## config.mk

```make
export PLATFORM = sky130hd
export DESIGN_NAME = axis_box_subtract_split
export DESIGN_NICKNAME = d
export VERILOG_FILES = /design/src/rtl/absp_pkg.sv /design/src/rtl/absp_front.sv /design/src/rtl/absp_queue.sv /design/src/rtl/absp_back.sv /design/src/rtl/axis_box_subtract_split.sv
export SDC_FILE = /design/constraint.sdc
export NUM_CORES = 2
export LEC_CHECK = 0
export ABC_AREA = 0
export ABC_CLOCK_PERIOD_IN_PS = 15300
export BUFFER_PORTS_ARGS = -buffer_cell sky130_fd_sc_hd__buf_2
export CAP_MARGIN = 20
export CELL_PAD_IN_SITES_DETAIL_PLACEMENT = 1
export CELL_PAD_IN_SITES_GLOBAL_PLACEMENT = 1
export CORE_MARGIN = 5
export CORE_UTILIZATION = 47
export DETAILED_ROUTE_END_ITERATION = 10
export PLACE_DENSITY = 0.88
export SYNTH_ARGS = -nofsm -noshare
export SYNTH_HDL_FRONTEND = slang
export SYNTH_SLANG_ARGS = --single-unit
```

## constraint.sdc

```tcl
create_clock -name clock -period 15.3 [get_ports clock]
set_input_delay 0 -clock clock [delete_from_list [all_inputs] [get_ports clock]]
set_output_delay 0 -clock clock [all_outputs]
set_load 0.01 [all_outputs]
```

## src/rtl/absp_pkg.sv

```systemverilog
// Shared types and constants for the box subtract-and-split block.
// Used by absp_front, absp_queue, absp_back and axis_box_subtract_split.
// No dependencies.
`default_nettype none

package absp_pkg;

   // Coordinate and index widths (signed Q16.16 coordinates)
   localparam int COORD_BITS     = 32;
   localparam int INDEX_BITS     = 16;

   // Up to six pieces: lower and upper side on each of three axes
   localparam int NUM_AXES       = 3;
   localparam int NUM_PIECES     = 2 * NUM_AXES;
   localparam int PIECE_SEL_BITS = $clog2(NUM_PIECES);
   localparam int PIECE_NUM_BITS = 3;

   // Queue between front and back
   localparam int QUEUE_DEPTH    = 4;
   localparam int QPTR_BITS      = $clog2(QUEUE_DEPTH);
   localparam int QCNT_BITS      = $clog2(QUEUE_DEPTH + 1);

   // Register file
   localparam int CSR_INDEX_BITS = 3;

   typedef logic signed [COORD_BITS-1:0] coord_type;
   typedef logic [INDEX_BITS-1:0]        index_type;
   typedef logic [CSR_INDEX_BITS-1:0]    csr_index_type;
   typedef coord_type [NUM_AXES-1:0]     vec3_type;

   // Register indexes
   localparam csr_index_type CSR_SUB_MIN_X = CSR_INDEX_BITS'(0);
   localparam csr_index_type CSR_SUB_MIN_Y = CSR_INDEX_BITS'(1);
   localparam csr_index_type CSR_SUB_MIN_Z = CSR_INDEX_BITS'(2);
   localparam csr_index_type CSR_SUB_MAX_X = CSR_INDEX_BITS'(3);
   localparam csr_index_type CSR_SUB_MAX_Y = CSR_INDEX_BITS'(4);
   localparam csr_index_type CSR_SUB_MAX_Z = CSR_INDEX_BITS'(5);

   // Classified request waiting for the back end
   typedef struct packed {
      index_type                index;
      vec3_type                 box_lo;
      vec3_type                 box_hi;
      vec3_type                 cut_lo;
      vec3_type                 cut_hi;
      logic [NUM_PIECES-1:0]    piece_mask;
   } work_type;

   // One result item
   typedef struct packed {
      index_type                  index;
      logic                       piece_valid;
      logic [PIECE_NUM_BITS-1:0]  piece_number;
      vec3_type                   lo;
      vec3_type                   hi;
      logic                       last_piece;
   } result_type;

endpackage

`default_nettype wire

```

## src/rtl/absp_front.sv

```systemverilog
// Front end: subtract box registers, intersection test and piece classification.
// Depends on absp_pkg.
`default_nettype none

module absp_front (
   input  logic                   clock,
   input  logic                   reset,
   input  logic                   csr_write_enable,
   input  absp_pkg::csr_index_type csr_index,
   input  absp_pkg::coord_type    csr_wdata,
   input  logic                   req_push,
   input  absp_pkg::index_type    req_index,
   input  absp_pkg::vec3_type     req_lo,
   input  absp_pkg::vec3_type     req_hi,
   input  logic                   q_full,
   output logic                   q_push,
   output absp_pkg::work_type     q_wdata
);
   import absp_pkg::*;

   vec3_type              sub_lo_ff, sub_lo_in;
   vec3_type              sub_hi_ff, sub_hi_in;
   vec3_type              cut_lo;
   vec3_type              cut_hi;
   logic [NUM_AXES-1:0]   overlap;
   logic [NUM_PIECES-1:0] mask;

   // Register writes
   always_comb begin
      sub_lo_in = sub_lo_ff;
      sub_hi_in = sub_hi_ff;
      if (csr_write_enable) begin
         case (csr_index)
            CSR_SUB_MIN_X: sub_lo_in[0] = csr_wdata;
            CSR_SUB_MIN_Y: sub_lo_in[1] = csr_wdata;
            CSR_SUB_MIN_Z: sub_lo_in[2] = csr_wdata;
            CSR_SUB_MAX_X: sub_hi_in[0] = csr_wdata;
            CSR_SUB_MAX_Y: sub_hi_in[1] = csr_wdata;
            CSR_SUB_MAX_Z: sub_hi_in[2] = csr_wdata;
            default: ;
         endcase
      end
   end

   always_ff @(posedge clock) begin
      if (reset) begin
         sub_lo_ff <= '0;
         sub_hi_ff <= '0;
      end else begin
         sub_lo_ff <= sub_lo_in;
         sub_hi_ff <= sub_hi_in;
      end
   end

   // Intersection per axis; a side piece exists where the box sticks out
   always_comb begin
      for (int a = 0; a < NUM_AXES; a++) begin
         cut_lo[a] = ($signed(sub_lo_ff[a]) > $signed(req_lo[a])) ? sub_lo_ff[a] : req_lo[a];
         cut_hi[a] = ($signed(sub_hi_ff[a]) < $signed(req_hi[a])) ? sub_hi_ff[a] : req_hi[a];
         overlap[a]    = $signed(cut_lo[a]) < $signed(cut_hi[a]);
         mask[2*a]     = $signed(sub_lo_ff[a]) > $signed(req_lo[a]);
         mask[2*a + 1] = $signed(sub_hi_ff[a]) < $signed(req_hi[a]);
      end
   end

   // Only boxes that meet the subtract box go on to the back end
   assign q_push             = req_push && !q_full && (&overlap);
   assign q_wdata.index      = req_index;
   assign q_wdata.box_lo     = req_lo;
   assign q_wdata.box_hi     = req_hi;
   assign q_wdata.cut_lo     = cut_lo;
   assign q_wdata.cut_hi     = cut_hi;
   assign q_wdata.piece_mask = mask;

endmodule

`default_nettype wire

```

## src/rtl/absp_queue.sv

```systemverilog
// Short queue of classified requests between front and back end.
// Depends on absp_pkg.
`default_nettype none

module absp_queue (
   input  logic               clock,
   input  logic               reset,
   input  logic               push,
   input  absp_pkg::work_type wdata,
   input  logic               pop,
   output absp_pkg::work_type rdata,
   output logic               full,
   output logic               empty
);
   import absp_pkg::*;

   work_type               entry_ff [QUEUE_DEPTH];
   logic [QPTR_BITS-1:0]   wr_ptr_ff, wr_ptr_in;
   logic [QPTR_BITS-1:0]   rd_ptr_ff, rd_ptr_in;
   logic [QCNT_BITS-1:0]   count_ff, count_in;

   function automatic logic [QPTR_BITS-1:0] ptr_next(input logic [QPTR_BITS-1:0] p);
      return (p == QPTR_BITS'(QUEUE_DEPTH - 1)) ? '0 : p + QPTR_BITS'(1);
   endfunction

   assign full  = (count_ff == QCNT_BITS'(QUEUE_DEPTH));
   assign empty = (count_ff == '0);
   assign rdata = entry_ff[rd_ptr_ff];

   // Pointer and occupancy update
   always_comb begin
      wr_ptr_in = push ? ptr_next(wr_ptr_ff) : wr_ptr_ff;
      rd_ptr_in = pop  ? ptr_next(rd_ptr_ff) : rd_ptr_ff;
      count_in  = count_ff;
      if (push && !pop)
         count_in = count_ff + QCNT_BITS'(1);
      else if (pop && !push)
         count_in = count_ff - QCNT_BITS'(1);
   end

   always_ff @(posedge clock) begin
      if (reset) begin
         wr_ptr_ff <= '0;
         rd_ptr_ff <= '0;
         count_ff  <= '0;
      end else begin
         wr_ptr_ff <= wr_ptr_in;
         rd_ptr_ff <= rd_ptr_in;
         count_ff  <= count_in;
      end
   end

   // Storage, no reset
   always_ff @(posedge clock) begin
      if (push)
         entry_ff[wr_ptr_ff] <= wdata;
   end

endmodule

`default_nettype wire

```

## src/rtl/absp_back.sv

```systemverilog
// Back end: walks the piece mask of the head request, one result per cycle while
// the output is free, into a registered output stage. Depends on absp_pkg.
`default_nettype none

module absp_back (
   input  logic                 clock,
   input  logic                 reset,
   input  logic                 q_empty,
   input  absp_pkg::work_type   q_head,
   output logic                 q_pop,
   input  logic                 rsp_pop,
   output logic                 rsp_empty,
   output absp_pkg::result_type result
);
   import absp_pkg::*;

   logic                       busy_ff, busy_in;
   logic [NUM_PIECES-1:0]      rem_ff, rem_in;
   logic [PIECE_NUM_BITS-1:0]  num_ff, num_in;
   logic                       out_valid_ff, out_valid_in;
   result_type                 out_ff, out_in;

   logic                       out_free;
   logic                       fire;
   logic [NUM_PIECES-1:0]      work_mask;
   logic [NUM_PIECES-1:0]      rem_next;
   logic [PIECE_SEL_BITS-1:0]  sel;
   logic [PIECE_NUM_BITS-1:0]  cur_num;
   result_type                 res_next;

   assign out_free  = !out_valid_ff || rsp_pop;
   assign fire      = out_free && !q_empty;
   assign work_mask = busy_ff ? rem_ff : q_head.piece_mask;
   assign cur_num   = busy_ff ? num_ff : '0;

   // Lowest remaining piece goes first
   always_comb begin
      sel = '0;
      for (int j = NUM_PIECES - 1; j >= 0; j--) begin
         if (work_mask[j])
            sel = PIECE_SEL_BITS'(j);
      end
   end

   assign rem_next = work_mask & ~(NUM_PIECES'(1) << sel);

   // Build the result: box with one side moved to the cut on the chosen axis
   always_comb begin
      res_next       = '0;
      res_next.index = q_head.index;
      if (work_mask == '0) begin
         // box fully covered: single removal marker
         res_next.last_piece = 1'b1;
      end else begin
         res_next.piece_valid  = 1'b1;
         res_next.piece_number = cur_num;
         res_next.last_piece   = (rem_next == '0);
         for (int a = 0; a < NUM_AXES; a++) begin
            res_next.lo[a] = q_head.box_lo[a];
            res_next.hi[a] = q_head.box_hi[a];
            if (sel == PIECE_SEL_BITS'(2*a))
               res_next.hi[a] = q_head.cut_lo[a];
            if (sel == PIECE_SEL_BITS'(2*a + 1))
               res_next.lo[a] = q_head.cut_hi[a];
         end
      end
   end

   assign q_pop = fire && ((work_mask == '0) || (rem_next == '0));

   // Next state
   always_comb begin
      busy_in      = busy_ff;
      rem_in       = rem_ff;
      num_in       = num_ff;
      out_valid_in = out_valid_ff && !rsp_pop;
      out_in       = out_ff;
      if (fire) begin
         busy_in      = !q_pop;
         rem_in       = rem_next;
         num_in       = cur_num + PIECE_NUM_BITS'(1);
         out_valid_in = 1'b1;
         out_in       = res_next;
      end
   end

   always_ff @(posedge clock) begin
      if (reset) begin
         busy_ff      <= 1'b0;
         rem_ff       <= '0;
         num_ff       <= '0;
         out_valid_ff <= 1'b0;
      end else begin
         busy_ff      <= busy_in;
         rem_ff       <= rem_in;
         num_ff       <= num_in;
         out_valid_ff <= out_valid_in;
      end
   end

   always_ff @(posedge clock) begin
      out_ff <= out_in;
   end

   assign rsp_empty = !out_valid_ff;
   assign result    = out_ff;

endmodule

`default_nettype wire

```

## src/rtl/axis_box_subtract_split.sv

```systemverilog
// Box subtract-and-split: an accepted request is written to the queue, and its first
// result is registered in the back-end output stage. The back end issues one result
// per cycle while its output is free, 1 to 6 per request; requests that miss the
// subtract box take no back-end time. A 4-entry queue decouples front and back.
// Synchronous active-high reset clears the subtract box to zero and empties the queue.
// Depends on absp_pkg, absp_front, absp_queue, absp_back.
`default_nettype none

module axis_box_subtract_split (
   input  logic                          clock,
   input  logic                          reset,
   // configuration
   input  logic                          csr_write_enable,
   input  absp_pkg::csr_index_type       csr_index,
   input  absp_pkg::coord_type           csr_wdata,
   // requests
   input  logic                          req_push,
   output logic                          req_full,
   input  absp_pkg::index_type           req_box_index,
   input  absp_pkg::coord_type           req_box_min_x,
   input  absp_pkg::coord_type           req_box_min_y,
   input  absp_pkg::coord_type           req_box_min_z,
   input  absp_pkg::coord_type           req_box_max_x,
   input  absp_pkg::coord_type           req_box_max_y,
   input  absp_pkg::coord_type           req_box_max_z,
   // results
   output logic                          rsp_empty,
   input  logic                          rsp_pop,
   output absp_pkg::index_type           rsp_source_index,
   output logic                          rsp_piece_valid,
   output logic [absp_pkg::PIECE_NUM_BITS-1:0] rsp_piece_number,
   output absp_pkg::coord_type           rsp_piece_min_x,
   output absp_pkg::coord_type           rsp_piece_min_y,
   output absp_pkg::coord_type           rsp_piece_min_z,
   output absp_pkg::coord_type           rsp_piece_max_x,
   output absp_pkg::coord_type           rsp_piece_max_y,
   output absp_pkg::coord_type           rsp_piece_max_z,
   output logic                          rsp_last_piece
);
   import absp_pkg::*;

   vec3_type   req_lo;
   vec3_type   req_hi;
   logic       q_push;
   logic       q_pop;
   logic       q_full;
   logic       q_empty;
   work_type   q_wdata;
   work_type   q_head;
   result_type result;

   assign req_lo[0] = req_box_min_x;
   assign req_lo[1] = req_box_min_y;
   assign req_lo[2] = req_box_min_z;
   assign req_hi[0] = req_box_max_x;
   assign req_hi[1] = req_box_max_y;
   assign req_hi[2] = req_box_max_z;
   assign req_full  = q_full;

   absp_front u_front (
      .clock            (clock),
      .reset            (reset),
      .csr_write_enable (csr_write_enable),
      .csr_index        (csr_index),
      .csr_wdata        (csr_wdata),
      .req_push         (req_push),
      .req_index        (req_box_index),
      .req_lo           (req_lo),
      .req_hi           (req_hi),
      .q_full           (q_full),
      .q_push           (q_push),
      .q_wdata          (q_wdata)
   );

   absp_queue u_queue (
      .clock (clock),
      .reset (reset),
      .push  (q_push),
      .wdata (q_wdata),
      .pop   (q_pop),
      .rdata (q_head),
      .full  (q_full),
      .empty (q_empty)
   );

   absp_back u_back (
      .clock     (clock),
      .reset     (reset),
      .q_empty   (q_empty),
      .q_head    (q_head),
      .q_pop     (q_pop),
      .rsp_pop   (rsp_pop),
      .rsp_empty (rsp_empty),
      .result    (result)
   );

   // Result ports
   assign rsp_source_index = result.index;
   assign rsp_piece_valid  = result.piece_valid;
   assign rsp_piece_number = result.piece_number;
   assign rsp_piece_min_x  = result.lo[0];
   assign rsp_piece_min_y  = result.lo[1];
   assign rsp_piece_min_z  = result.lo[2];
   assign rsp_piece_max_x  = result.hi[0];
   assign rsp_piece_max_y  = result.hi[1];
   assign rsp_piece_max_z  = result.hi[2];
   assign rsp_last_piece   = result.last_piece;

   // Checks
   a_no_pop_empty: assert property (@(posedge clock) disable iff (reset)
      q_pop |-> !q_empty)
      else $error("back end popped an empty queue");

   a_no_push_full: assert property (@(posedge clock) disable iff (reset)
      q_push |-> !q_full)
      else $error("front end pushed into a full queue");

   a_removed_marker: assert property (@(posedge clock) disable iff (reset)
      (!rsp_empty && !rsp_piece_valid) |-> (rsp_last_piece && rsp_piece_number == '0))
      else $error("removal result not marked last or numbered non-zero");

   a_piece_nonempty: assert property (@(posedge clock) disable iff (reset)
      (!rsp_empty && rsp_piece_valid) |->
         ($signed(rsp_piece_min_x) < $signed(rsp_piece_max_x) &&
          $signed(rsp_piece_min_y) < $signed(rsp_piece_max_y) &&
          $signed(rsp_piece_min_z) < $signed(rsp_piece_max_z)))
      else $error("emitted piece is empty");

endmodule

`default_nettype wire

```

# Word-level counts from Yosys, hierarchy flattened
# Memories as Yosys holds them, arrays and structs flattened. A register that Yosys moved wholly into a read port is not among the register bits.
# Cells that the tools add are included.
dict set report word_totals {
  reg_bits 423
  word_cells 112
  n_memories 1
  input_bits 248
  out_inout_bits 215
  ram_bits 1624
}
# memory depth width rd rd_clocked_by_memory_dff write_ports line_no
set mem_list {}
lappend mem_list {u_queue.entry_ff 4 406 1 1 1 absp_queue.sv:17} ;# work_type entry_ff [QUEUE_DEPTH];
dict set report classes {
  n_eq_ne 13
  n_reduce_logical 28
  n_shift 1
  n_lt_le_gt_ge 9
  bitwise 2
  n_mux 30
  n_addsub 5
}
# cell count
set op_table {}
lappend op_table {{$mux 32} 12}
lappend op_table {{$mux 196} 1}
lappend op_table {{$lt 32x32->1} 6}
lappend op_table {{$gt 32x32->1} 3}
lappend op_table {{$mux 3} 9}
lappend op_table {{$eq 3x3->1 const B} 5}
lappend op_table {{$eq 3x2->1 const B} 4}
lappend op_table {{$logic_not 6->1} 2}
lappend op_table {{$reduce_and 2->1} 6}
lappend op_table {{$logic_not 3->1} 3}
lappend op_table {{$mux 2} 4}
lappend op_table {{$logic_and 1x1->1} 7}
lappend op_table {{$add 3x1->3 const B} 2}
lappend op_table {{$and 6x6->6} 1}
lappend op_table {{$eq 3x1->1 const B} 2}
lappend op_table {{$logic_not 1->1} 6}
lappend op_table {{$mux 6} 1}
lappend op_table {{$not 6->6} 1}
lappend op_table {{$shl 1x3->6 const A} 1}
lappend op_table {{$add 2x1->2 const B} 2}
lappend op_table {{$eq 2x2->1 const B} 2}
lappend op_table {{$mux 1} 3}
lappend op_table {{$reduce_and 3->1} 1}
lappend op_table {{$sub 3x1->3 const B} 1}
lappend op_table {{2 further kinds} 3}

# Depth between registers and ports, before layout
dict set report depth {
  word_depth 16
  mapped_depth 28
  mapped_depth_nobuf 27
}

# Hierarchy
# From an unflattened synthesis, not the netlist that was laid out.
dict set report hier_totals {
  cells_unflattened 5485
  area_unflattened_um2 86725.7
}
# module instances area_each_um2 cells_each seq_area_each_um2
set by_module_without_submodules {}
lappend by_module_without_submodules {absp_queue 1 59034.1 2164 48946.9}
lappend by_module_without_submodules {absp_front 1 17444.2 2445 3843.7}
lappend by_module_without_submodules {absp_back 1 10247.3 876 6616.3}

# Worst setup path after synthesis
# OpenSTA, ideal clock, no wires.
dict set report synth_path {
  path_kind {register -> register}
  startpoint {register u_front.sub_lo_ff[78] (netlist name)}
  endpoint {memory u_queue.entry_ff[2][0] (netlist name) (enable)}
  n_path_buf 2
  path_slack_ps 529
  arrival_time_ps 13949
  period_less_slack_ps 14771
  required_time_ps 14478
  setup_time_ps 822
  path_stages_with_launch 23
  path_cell_list {dfxtp_1 ha_1 a21oi_1 nand2_1 a221o_1 o31a_1 or3_1 nand2_1 clkbuf_1 buf_1 nand2_1 o21ai_0 ha_1 a21o_1 a21o_1 a2111oi_0 nor4_1 a2111oi_0 o2111ai_1 a21oi_1 a31oi_1 nor3_2 and2_1}
}
# item line_no
set synth_lines {}
lappend synth_lines {{start: declaration} absp_front.sv:21} ;# vec3_type sub_lo_ff, sub_lo_in;
lappend synth_lines {{start signal: assignment} absp_front.sv:50} ;# sub_lo_ff <= sub_lo_in;
lappend synth_lines {{end: declaration} absp_queue.sv:17}

==> flow_metrics.env <==
export IMPL_tightest_slew_ps=1350
export IMPL_finalWirelength_um=296400
export IMPL_hold_path_end="u_queue.entry_ff[1][277]$_DFFE_PP_"
export IMPL_synthCells=5365
export IMPL_finalHoldViolCount=0
export IMPL_nFillCells=16680
export IMPL_critPathKind="flip-flop to flip-flop"
export IMPL_busiest_layer="met2"
export IMPL_drtPass1Iterations=6
export IMPL_grt_pass1_vias=59920
export IMPL_report_final_slew_viol_count=0
export IMPL_setup_viol=0
export IMPL_end_kind="flip-flop"
export IMPL_drv_cap=0
export IMPL_p_total_mw=15.39
export IMPL_dp_hpwl_um=168300
export IMPL_met1_usage_pct=35.42
export IMPL_switchingPower_mw=4.561
export IMPL_cts_setup_buffers=0
export IMPL_switching_share_pct=29.63
export IMPL_cts_resized=0
export IMPL_root_buffer="clkbuf_16"
export IMPL_setup_ws_ps=5275
export IMPL_drt_iter0_markers=7194
export IMPL_drive_gt1_share_pct=19.76
export IMPL_cts_clk_slew_worst_paths_ps=70
export IMPL_hp_class="primary input to flip-flop"
export IMPL_cpMaxStageDelayCell="buf_4"
export IMPL_holdCritStartpoint="req_box_max_z[15]"
export IMPL_synth_main_ff_cell="edfxtp_1"
export IMPL_yosysWarningCount=0
export IMPL_p_per_area_nw_per_um2=153.3
export IMPL_drt_drc_violations_left=0
export IMPL_worst_path_most_repeated_cell="buf_4"
export IMPL_synth_seq_cells=2049
export IMPL_synthArstFlopShare_pct=0
export IMPL_final_nets=6813
export IMPL_synth_area_per_cell_sq_um=15.71
export IMPL_clock_skew_ps=71.39
export IMPL_worst_slew_margin_rel_pct=9.985
export IMPL_ff_latch_area_sq_um=59410
export IMPL_globalRouteTotalUtil_pct=30.78
export IMPL_routabilityCongestion=0.8696
export IMPL_crit_cells=22
export IMPL_rrSetupSlack_ps=5280
export IMPL_wl_per_cell_um=33.53
export IMPL_start_kind="flip-flop"
export IMPL_cts_num_sinks=2049
export IMPL_antenna_found_initial=56
export IMPL_viasPerCell=6.369
export IMPL_multi_input_area_sq_um=22810
export IMPL_path_delay_family="compound AO/OA/AOI/OAI gates"
export IMPL_synth_distinct_cells=72
export IMPL_die_y_um=433.4
export IMPL_grt_met2_usage_pct=50.90
export IMPL_cp_max_fo=70
export IMPL_reg2reg_depth=22
export IMPL_seq_power_share_pct=45.9
export IMPL_cts_hold_buf=424
export IMPL_grt_pass1_wl_um=419300
export IMPL_grt_ovfl_total=0
export IMPL_cts_tree="done"
export IMPL_synthToLayoutAreaGrowth_pct=19.18
export IMPL_peakVddDrop_v=0.0002017
export IMPL_synth_area_leaders="edfxtp_1, mux4_2, dfxtp_1, ha_1, nand2_1"
export IMPL_numPortBuffers=462
export IMPL_synthesis_area_sq_um=84260
export IMPL_critPathRequiredTime_ps=15750
export IMPL_use_met3_pct=6.589
export IMPL_period_minus_slack_ps=10020
export IMPL_slowest_delay_ps=930
export IMPL_crit_buf_inv=3
export IMPL_dieArea_sq_um=187900
export IMPL_synth_yosys_seq_area_share_pct=70.50
export IMPL_path_cells="ha_1, a21oi_1, o21ai_0, a221o_1, o31a_1, o211ai_1, nand2_2, buf_4, o21ai_0, ha_1, a21o_1, a21o_1, a2111oi_0, nor4_1, a2111oi_0, o2111ai_1, a21oi_1, a31oi_1, nor3_2, and2_4, buf_4, buf_4"
export IMPL_cts_buffer_depth=3
export IMPL_p_leak_nw=35.53
export IMPL_fp_dieW_um=433.4
export IMPL_yosysTopAreaCell="edfxtp_1"
export IMPL_dpl_worst_slack_ps=5787
export IMPL_antenna_left=0
export IMPL_grt_max_degree=157
export IMPL_ctsHtreeMaxLevel=4
export IMPL_clockPowerShare_pct=34.0
export IMPL_fmax_mhz=99.75
export IMPL_holdPathStages=2
export IMPL_rsz0062_at_grt="no"
export IMPL_synth_fp_nets=5903
export IMPL_reg2reg_from="u_front.sub_lo_ff[71]$_SDFFE_PP0P_"
export IMPL_core_sq_um=178400
export IMPL_yosysTopAreaCellShare_pct=65.46
export IMPL_vias=56310
export IMPL_row_count=155
export IMPL_p_comb_share_pct=20.0
export IMPL_setup_tns_ps=0
export IMPL_fin_crit_sh_pct=65.52
export IMPL_intPower_mw=10.83
export IMPL_status="finished, final reports clean"
export IMPL_cp_arrival_ps=10480
export IMPL_initial_core_util_pct=47.23
export IMPL_io_pin_count=463
export IMPL_timing_rr_end="u_queue.entry_ff[0][85]$_DFFE_PP_"
export IMPL_clock_latency_ps=890
export IMPL_synth_edff_count=1837
export IMPL_numCtsBuffers=204
final cells by class:
cell class / instances / share of cell area [%]
Timing Repair Buffer: 956 / 7.202
Clock inverter: 106 / 1.118
Multi-Input combinational cell: 2762 / 22.71
Tap cell: 2355 / 2.934
Antenna cell: 34 / 0.08472
Sequential cell: 2049 / 59.16
Inverter: 302 / 1.136
Clock buffer: 277 / 5.652
flip-flops by register name, summed over array words and instances (netlist names), named ones only:
register             count
u_queue.rd_ptr_ff        2
u_front.sub_lo_ff       96
u_back.rem_ff            6
u_back.num_ff            3
u_front.sub_hi_ff       96
u_back.out_valid_ff      1
u_queue.count_ff         3
u_back.result          213
u_queue.wr_ptr_ff        2
u_queue.entry_ff      1624
u_back.busy_ff           1
power groups by stage:
stage               logic [mW]  clock network, mW  registers (mW)
floorplan                 1.52                  0            7.38
detailed placement        2.85                  0            7.14
global route              3.22               5.54            7.09
CTS                       3.01               5.18            7.04
global placement          2.72                  0            7.10
finish                    3.08               5.24            7.07
cells by family (layout without fill, tap and decap cells):
family / after synthesis / after routing / share of synthesized area [%]
multiplexers: 454 / 454 / 11.43
buffers and inverters: 554 / 1641 / 2.514
flip-flops: 2049 / 2049 / 70.50
AND/OR/NAND/NOR: 1219 / 1219 / 5.977
XOR/XNOR: 4 / 4 / 0.04158
other: 0 / 34 / 0
AO/OA/AOI/OAI: 794 / 794 / 5.204
adder cells (fa/ha/maj): 291 / 291 / 4.327
cell usage after synthesis (5+ instances only):
cell type  number
buf_2          31
a21oi_1       539
buf_1          10
nand2b_1       12
o211ai_1        6
clkbuf_1      211
a2111oi_0       7
and3_1         12
o21ai_0       130
inv_1         301
nor2_1        109
nor4_1          9
nor3_1         19
ha_1          289
a221o_1         5
nand3_1        33
nor2b_1        12
and4_1          6
nand4_1        52
dfxtp_1       212
mux4_2        406
edfxtp_1     1837
a21o_1         51
nand2_1       918
a221oi_1        8
mux2i_1        42
and2_1         12
how the worst max path moves through the flow:
stage,end,start,slack [ps]
3_3_place_gp,u_queue.entry_ff[0][275]$_DFFE_PP_,u_front.sub_lo_ff[87]$_SDFFE_PP0P_,6040
3_5_place_dp,u_queue.entry_ff[1][398]$_DFFE_PP_,u_front.sub_lo_ff[71]$_SDFFE_PP0P_,5790
2_1_floorplan,u_queue.entry_ff[2][0]$_DFFE_PP_,u_front.sub_lo_ff[78]$_SDFFE_PP0P_,530
5_1_grt,u_queue.entry_ff[0][374]$_DFFE_PP_,u_front.sub_lo_ff[71]$_SDFFE_PP0P_,5040
6_report,u_queue.entry_ff[0][85]$_DFFE_PP_,u_front.sub_lo_ff[71]$_SDFFE_PP0P_,5280
4_1_cts,u_queue.entry_ff[0][377]$_DFFE_PP_,u_front.sub_lo_ff[71]$_SDFFE_PP0P_,5680
layout by cell type (no fill, tap or decap), types with 17 or more instances in the layout:
| cell type | instances |
|---|---|
| clkbuf_8 | 17 |
| bufinv_16 | 19 |
| clkbuf_1 | 50 |
| nand2_1 | 916 |
| clkinv_2 | 30 |
| nor3_1 | 18 |
| clkbuf_16 | 210 |
| edfxtp_1 | 1837 |
| dlygate4sd3_1 | 424 |
| inv_1 | 300 |
| dfxtp_1 | 210 |
| nand3_1 | 33 |
| nand4_1 | 52 |
| mux2i_1 | 42 |
| diode_2 | 34 |
| ha_1 | 289 |
| a21o_1 | 50 |
| buf_2 | 461 |
| clkinv_1 | 33 |
| mux4_2 | 406 |
| o21ai_0 | 130 |
| nor2_1 | 105 |
| buf_4 | 58 |
| a21oi_1 | 538 |
stage by stage:
| stage | cell area (sq um) | std cells | hold slack (ps) | util (%) |
|---|---|---|---|---|
| after floorplan | 84260 | 5365 | 98.87 | - |
| after global placement | 89160 | 7993 | 212.6 | 49.97 |
| after detailed placement | 89190 | 7994 | 228.9 | 49.99 |
| after global routing | 100400 | 8832 | 19.85 | 56.27 |
| after CTS | 100200 | 8801 | 2.102 | 56.18 |
| final | 100400 | 8841 | 32.88 | 56.29 |
routing by layer:
metal	share of wire, %	vias up
met5	0.019	-
li1	-	22240
met1	33	28590
met4	9.0	10
met3	9.1	1291
met2	48	4181
Power figures use the tool's default switching activity.
